File: src/tfir_pkg.sv
// Shared constants, types and commands for the table-driven FIR filter.
package tfir_pkg;

    localparam int HIST_DEPTH = 4096;
    localparam int COEF_DEPTH = 4096;
    localparam int HIST_AW    = $clog2(HIST_DEPTH);
    localparam int COEF_AW    = $clog2(COEF_DEPTH);
    localparam int SAMPLE_W   = 16;
    localparam int LEN_W      = 13;
    localparam int TAP_W      = HIST_AW + 1;
    localparam int PROD_W     = 2 * SAMPLE_W;
    localparam int ACC_W      = PROD_W + HIST_AW;
    localparam int FRAC_W     = SAMPLE_W - 1;

    typedef enum logic [1:0] {
        CMD_FILTER = 2'd0,
        CMD_COEF   = 2'd1,
        CMD_CLEAR  = 2'd2
    } tfir_cmd_t;

    typedef enum logic [3:0] {
        ST_CLEAR = 4'b0001,
        ST_IDLE  = 4'b0010,
        ST_MAC   = 4'b0100,
        ST_WAIT  = 4'b1000
    } tfir_state_t;

    typedef struct packed {
        logic clear;
        logic tap;
        logic finish;
    } tfir_mac_ctl_t;

endpackage

File: src/tfir_mac.sv
// Multiply-accumulate unit with round-half-up and saturation to Q1.15.
module tfir_mac import tfir_pkg::*; (
    input  logic                       clk,
    input  logic                       rst_n,
    input  tfir_mac_ctl_t              ctl,
    input  logic signed [SAMPLE_W-1:0] hist_data,
    input  logic signed [SAMPLE_W-1:0] coef_data,
    output logic                       done,
    output logic signed [SAMPLE_W-1:0] result,
    output logic                       sat
);

    localparam logic signed [ACC_W-1:0] OUT_MAX = ACC_W'((2 ** FRAC_W) - 1);
    localparam logic signed [ACC_W-1:0] OUT_MIN = ACC_W'(-(2 ** FRAC_W));
    localparam logic signed [ACC_W-1:0] HALF    = ACC_W'(2 ** (FRAC_W - 1));

    logic signed [PROD_W-1:0]   prod_reg;
    logic                       ptap_reg;
    logic                       pfin_reg;
    logic signed [ACC_W-1:0]    acc_reg;
    logic signed [ACC_W-1:0]    acc_next;
    logic                       afin_reg;
    logic                       done_reg;
    logic signed [SAMPLE_W-1:0] result_reg;
    logic                       sat_reg;
    logic signed [ACC_W-1:0]    rounded;
    logic signed [SAMPLE_W-1:0] result_next;
    logic                       sat_next;

    always_ff @(posedge clk)
    begin
        prod_reg <= PROD_W'(hist_data) * PROD_W'(coef_data);
    end

    always_ff @(posedge clk or negedge rst_n)
    begin
        if (!rst_n)
        begin
            ptap_reg <= 1'b0;
            pfin_reg <= 1'b0;
            afin_reg <= 1'b0;
            done_reg <= 1'b0;
        end
        else
        begin
            ptap_reg <= ctl.tap;
            pfin_reg <= ctl.finish;
            afin_reg <= pfin_reg;
            if (ctl.clear)
                done_reg <= 1'b0;
            else if (afin_reg)
                done_reg <= 1'b1;
        end
    end

    always_comb
    begin
        acc_next = acc_reg;
        if (ctl.clear)
            acc_next = '0;
        else if (ptap_reg)
            acc_next = acc_reg + {{(ACC_W - PROD_W){prod_reg[PROD_W-1]}}, prod_reg};
    end

    always_ff @(posedge clk)
    begin
        acc_reg <= acc_next;
    end

    always_comb
    begin
        rounded = (acc_reg + HALF) >>> FRAC_W;
        sat_next = 1'b0;
        if (rounded > OUT_MAX)
        begin
            result_next = OUT_MAX[SAMPLE_W-1:0];
            sat_next    = 1'b1;
        end
        else if (rounded < OUT_MIN)
        begin
            result_next = OUT_MIN[SAMPLE_W-1:0];
            sat_next    = 1'b1;
        end
        else
        begin
            result_next = rounded[SAMPLE_W-1:0];
        end
    end

    always_ff @(posedge clk)
    begin
        if (afin_reg)
        begin
            result_reg <= result_next;
            sat_reg    <= sat_next;
        end
    end

    assign done   = done_reg;
    assign result = result_reg;
    assign sat    = sat_reg;

endmodule
File: config.mk
export PLATFORM = sky130hd
export DESIGN_NAME = tfir_mac
export DESIGN_NICKNAME = d
export VERILOG_FILES = /design/src/tfir_pkg.sv /design/src/tfir_mac.sv
export SDC_FILE = /design/constraint.sdc
export NUM_CORES = 1
export LEC_CHECK = 0
export BUFFER_PORTS_ARGS = -buffer_cell sky130_fd_sc_hd__buf_2
export CORE_MARGIN = 3
export CORE_UTILIZATION = 45
export CTS_BUF_LIST = sky130_fd_sc_hd__clkbuf_16
export DETAILED_ROUTE_END_ITERATION = 6
export SLEW_MARGIN = 20
export SYNTH_ARGS = -nofsm -noshare
export SYNTH_HDL_FRONTEND = slang
export SYNTH_SLANG_ARGS = --single-unit
export TNS_END_PERCENT = 10
File: constraint.sdc
create_clock -name clk -period 5.7 [get_ports clk]
set_input_delay 0.57 -clock clk [delete_from_list [all_inputs] [get_ports clk]]
set_output_delay 0.57 -clock clk [all_outputs]
set_load 0.05 [all_outputs]
* Word-level counts from Yosys, hierarchy flattened
Cells that the tools add are included.
** Word-level totals
- Register bits after elaboration :: 97
- Latch bits :: 0
- Bits in writable memories :: 0
- Memory bits (read-only) :: 0
- Input port bits :: 37
- Output and inout port bits :: 18
- Logic and storage cells :: 18
- Memories kept :: 0
** Operators by class
- Add/subtract/negate cells :: 2
- Multiply operators :: 1
- Divide/modulo/power cells :: 0
- $lt $le $gt $ge :: 2
- Equal/unequal tests :: 0
- Shifts and indexed selects :: 0
- Multiplexer cells :: 4
- Bitwise gates (word level) :: 0
- Reduce and logical (&&, ||, !) cells :: 1
** Operators by type and width (number)
- 44-bit by 16-bit adder with 44-bit output (second input constant) :: 1
- 44-bit adder :: 1
- 16-bit by 16-bit multiplier with 32-bit output :: 1
- 29-bit by 16-bit greater-than comparator with 1-bit output (second input constant) :: 1
- 29-bit by 16-bit < comparator with 1-bit output (second input constant) :: 1
- 16-bit 2-to-1 mux :: 1
- 1-bit 2-to-1 mux :: 3
- 2-bit nonzero test :: 1

* Depth between registers and ports, before layout
- Depth in word-level cells :: 3
- Gate-level depth with buffers :: 25
- Gate-level depth less buffers :: 24

* Least setup slack after synthesis
OpenSTA, ideal clock, no wires.
- Path type :: input -> register
- Start point :: input coef_data[5]
- End point :: register prod_reg[29]
- Setup time :: 0.072 ns
- Arrival :: 6.369 ns
- Required time :: 5.628 ns
- Path slack :: -0.741 ns
- Stages on the path :: 23
- Path through :: buf_1 > and2_1 > fa_1 > inv_1 > fa_1 > fa_1 > fa_1 > inv_1 > fa_1 > inv_1 > fa_1 > inv_1 > ha_1 > a21o_1 > a21o_1 > a21oi_1 > o31ai_1 > a31oi_1 > o21ai_1 > a311o_1 > a211o_1 > a21oi_1 > xnor2_1
** Between the ends
- Word-level cells in the longest chain between the ends :: 1
** Ends and longest elaborated chain
- start: declaration :: line tfir_mac.sv:7 : input logic signed [SAMPLE_W-1:0] coef_data,
- 16-bit by 16-bit multiplier with 32-bit output :: line tfir_mac.sv:32 : prod_reg <= PROD_W'(hist_data) * PROD_W'(coef_data);
- end signal: assignment :: line tfir_mac.sv:32
- end: declaration :: line tfir_mac.sv:17 : logic signed [PROD_W-1:0] prod_reg;
Every way passes these cells.
A chain may end at the register's enable or synchronous reset.

* Worst setup path after layout
- Start point :: input coef_data[15]
- End point :: register prod_reg[30]
The elaborated chain is that of the path after synthesis.

==> impl.org <==
** Critical path
- Crit-path max FO :: 6
- Terminus of the critical flop-to-flop path :: acc_reg[43]$_SDFFE_PP0P_
- Setup crit end kind :: flop
- Data required, critical path :: slightly below 6000 ps
- Crit path cell chain :: buf_2, clkinvlp_4, buf_4, nor2_2, fa_1, fa_1, fa_1, fa_1, fa_1, inv_1, fa_1, inv_1, ha_1, and3_1, nand3_2, a2111oi_4, o41ai_4, a21oi_2, o21a_1, nor2_2, xnor2_1
- For this design, the slowest cell found on the critical path is fa_1.
- Sort of element at the start of the critical path :: input port
- Crit path top cell by count :: fa_1
- Critical path data arrival time :: 6090 ps
- The critical path is of the input port to flop type.
- Buf/Inv on CP :: 5
- The worst register-to-register path has a setup slack of 2130 ps.
- Critical path's largest stage delay :: 580 ps
- Launch point of the worst reg-to-reg path :: prod_reg[1]$_DFF_P_
- On the critical path the largest part of the delay comes from adder cells.
- Measured in cells, the most critical reg-to-reg path has a length of 11.

** Global routing
- Number of antenna violations at the first check in global routing :: 0
- Pin count of the biggest net entering global routing :: between 40 and 50
- Summed over all layers, the global routing overflow is 0.
- First-pass GRT wire length :: 62.3 mm
- Total global-route track usage :: between 20% and 30%
- The via count of the first global-routing pass was 12959.

** STA
- Setup slack on the critical path of the routed design comes to -154 ps.
- Static timing analysis puts the maximum clock frequency at 0.171 GHz.
- Min Clock Period, post-route :: ~5900 ps
- Worst Skew :: between 10 and 15 ps
- The hold violation count in the final report is 0.
- Slew at the pin closest to its max-slew limit :: approximately 820 ps
- Unrepaired setup endpoints after global routing :: true
- Final Setup Violations :: 5
- After routing, the total negative slack on setup checks comes to -473 ps.
- Share of the clock period used by the worst path after layout :: 103%
- Worst slew margin :: 45.2%
- The number of pins exceeding their max-slew limit in the final report was 0.

** Floorplan
- The floorplan has 67 rows.
- Ports placed on the boundary :: 55
- In this run the horizontal extent of the chip is about 190 µm.
- The total area inside the core boundary comes to 34000 µm².
- Die footprint :: 37100 µm²
- Vertical extent of the die :: 193 µm
- For this configuration, the core starts out at a cell density of 46.2%.

** Logic synthesis
- After synthesis, the share of cell area in mux cells is 1.48%.
- The synthesized netlist devotes between 40% and 50% of its cell area to adder and majority cells.
- The most used flip-flop cell after synthesis is dfxtp_1.
- Yosys mapped a number of flops with a built-in enable equal to 17.
- Most repeated cell in the gate-level netlist after synthesis :: inv_1
- Summed over its instances, the top area cell type makes up roughly a third of the synthesized netlist area.
- Synthesis produced a netlist whose cell count is 1765.
- XOR/XNOR share of the synthesized area :: approximately 4.6%
- Fraction of the mapped netlist area in compound gates :: about a tenth
- Of the total synthesized cell area, the portion taken by AND, OR, NAND and NOR gates is between 10% and 20%.
- The average instance in the mapped netlist occupies 8.89 µm².
- Register area share after synthesis :: 13.6%
- Synth top cells by count :: inv_1 (340), fa_1 (263), nand2_1 (179)
- Syn nets :: 2191
- Summed over all instances, the cell type with the most area after synthesis is fa_1.
- Largest cells by area after synthesis :: fa_1 (34%), ha_1 (10%), dfxtp_1 (9.7%), inv_1 (8.1%), and2_1 (5.2%)
- Number of warnings printed during yosys synthesis :: 0
- Ys async rst share :: ~4.1%
- After synthesis, the netlist uses 72 different library cells.
- Post-synth design cell area :: 15700 µm²
- After synthesis, the largest family of logic cells by area is adder cells.
- Counting flops and latches in the post-synthesis netlist gives 97.

** Layout
- The area growth from synthesis to layout is 17.1%.
- Antenna Diode Count :: 0
- The layout has about 3100 filler cells.
- The register with the most flip-flops in the layout has 44 of them.
- In the final design database the tool counted 2373 nets.
- The post-route netlist has 17.4% of its cells at a drive strength greater than 1.

** Run status
- Violations in the final reports :: setup timing
- Status :: finished, violations left

** Clock tree
- Clock latency reported for the late side of the worst-skew pair :: approximately 350 ps
- The number of clock buffers added by TritonCTS is 9.
- Register clock-pin slew on the reported worst setup and hold paths :: approximately 70 ps
- Number of sinks driven by the clock tree :: 97
- CTS tree :: done
- Longest Clk Path Bufs :: 2
- Buffer cell driving the clock tree root :: clkbuf_16
- Number of H-tree levels :: 3

** Hold path
- The tightest min-delay check is of the input port to flop type.
- Instance count along the most critical hold path :: 1
- Hold path startpoint :: ctl[1]
- Worst hold path endpoint :: ptap_reg$_DFF_PN0_

** Route
- The final layout contains routed wiring with a total length of 35.7 mm.
- In the final routed layout, each cell accounts on average for between 10 and 15 µm.
- The count of nets left with antenna violations once routing finished came out at 0.
- For this run, the detailed router's first-pass iteration total came to 5.
- In the routed layout, each cell is associated on average with a via count of roughly 5.0.
- The detailed router finished its first iteration with 675 violations.
- Number of design rule violations left after detail routing :: 0
- Summing over every cut layer, the via total after detailed routing is 12098.

** Run
- Across the run, the number of max-cap violations was 0.

** Place
- Routability-driven placement finished with a final weighted congestion of 0.880.
- HPWL Detailed :: 30.2 mm
- Port bufs :: between 50 and 60
==> cell usage in the layout (no fill, tap or decap), types with 8 or more instances in the layout <==
| cell type | count |
|---|---|
| o211ai_1 | 8 |
| dfxtp_1 | 76 |
| nor2_1 | 86 |
| inv_2 | 12 |
| o21ai_2 | 11 |
| nor2b_1 | 13 |
| mux2i_1 | 22 |
| a31oi_1 | 9 |
| a21o_1 | 22 |
| buf_2 | 38 |
| and2_1 | 121 |
| xor2_1 | 35 |
| and2_4 | 10 |
| nor3_1 | 10 |
| nand3_1 | 27 |
| clkbuf_16 | 9 |
| a21oi_1 | 69 |
| a21oi_2 | 8 |
| nand2_1 | 173 |
| ha_4 | 8 |
| and3_1 | 8 |
| ha_1 | 118 |
| xnor2_1 | 48 |
| fa_1 | 257 |
| a211oi_1 | 11 |
| nand4_1 | 14 |
| inv_1 | 328 |
| edfxtp_1 | 17 |
| buf_4 | 171 |
| o21a_1 | 13 |
| o21ai_0 | 42 |
| nand2b_1 | 12 |
==> cell type report <==
cell class	count	area, µm²	area share, %
tap	448	561	3.05
multi-input combinational	1268	12300	67.2
inverter	342	1290	7.01
clock inverter	7	58.8	0.320
timing repair buffer	229	1760	9.56
sequential	97	2130	11.6
clock buffer	9	225	1.23
==> metrics by stage <==
stage	utilization, %	area (µm²)	setup slack (ps)	hold slack (ps)	std cells
after global placement	52.4	17800	-644	346	2378
after CTS	53.8	18300	-199	307	2398
final	54.1	18400	-154	327	2400
after floorplan	-	15900	-291	274	1765
after detailed placement	52.4	17800	-704	339	2378
after global routing	54.1	18400	-383	310	2400
==> repair_timing <==
item | 4_1_cts | 5_1_grt
buffers inserted | 4 | 2
setup endpoints to repair | 9 | 13
gates resized for setup | 39 | 35
hold buffers | 1 | 0
endpoints found under the hold margin | 4 | 0
pin swaps | 26 | 30
==> worst max path at each step <==
| stage | cells after the start | from | slack (ps) | to |
|---|---|---|---|---|
| finish | 21 | coef_data[15] | -150 | prod_reg[30]$_DFF_P_ |
| floorplan | 20 | hist_data[15] | -290 | prod_reg[30]$_DFF_P_ |
| global route | 23 | coef_data[15] | -380 | prod_reg[30]$_DFF_P_ |
| global placement | 24 | coef_data[6] | -640 | prod_reg[30]$_DFF_P_ |
| detailed placement | 23 | coef_data[6] | -700 | prod_reg[29]$_DFF_P_ |
| CTS | 23 | coef_data[6] | -200 | prod_reg[29]$_DFF_P_ |
==> per-layer routing <==
metal	track usage, %	part of all wire (%)
met5	0	0
met4	4.74	1.5
met3	1.73	4.2
met2	34.7	47
met1	28.9	47
==> cells by family (layout without fill, tap and decap cells) <==
group | after synthesis | count (layout)
xor+xnor | 83 | 83
simple gates | 523 | 523
buf+inv | 400 | 587
fa+ha+maj | 389 | 389
compound gates | 250 | 250
mux | 23 | 23
flops | 97 | 97
Power is not shown: default switching activity piles up to over one toggle a cycle in this logic, so the estimate is an artifact.
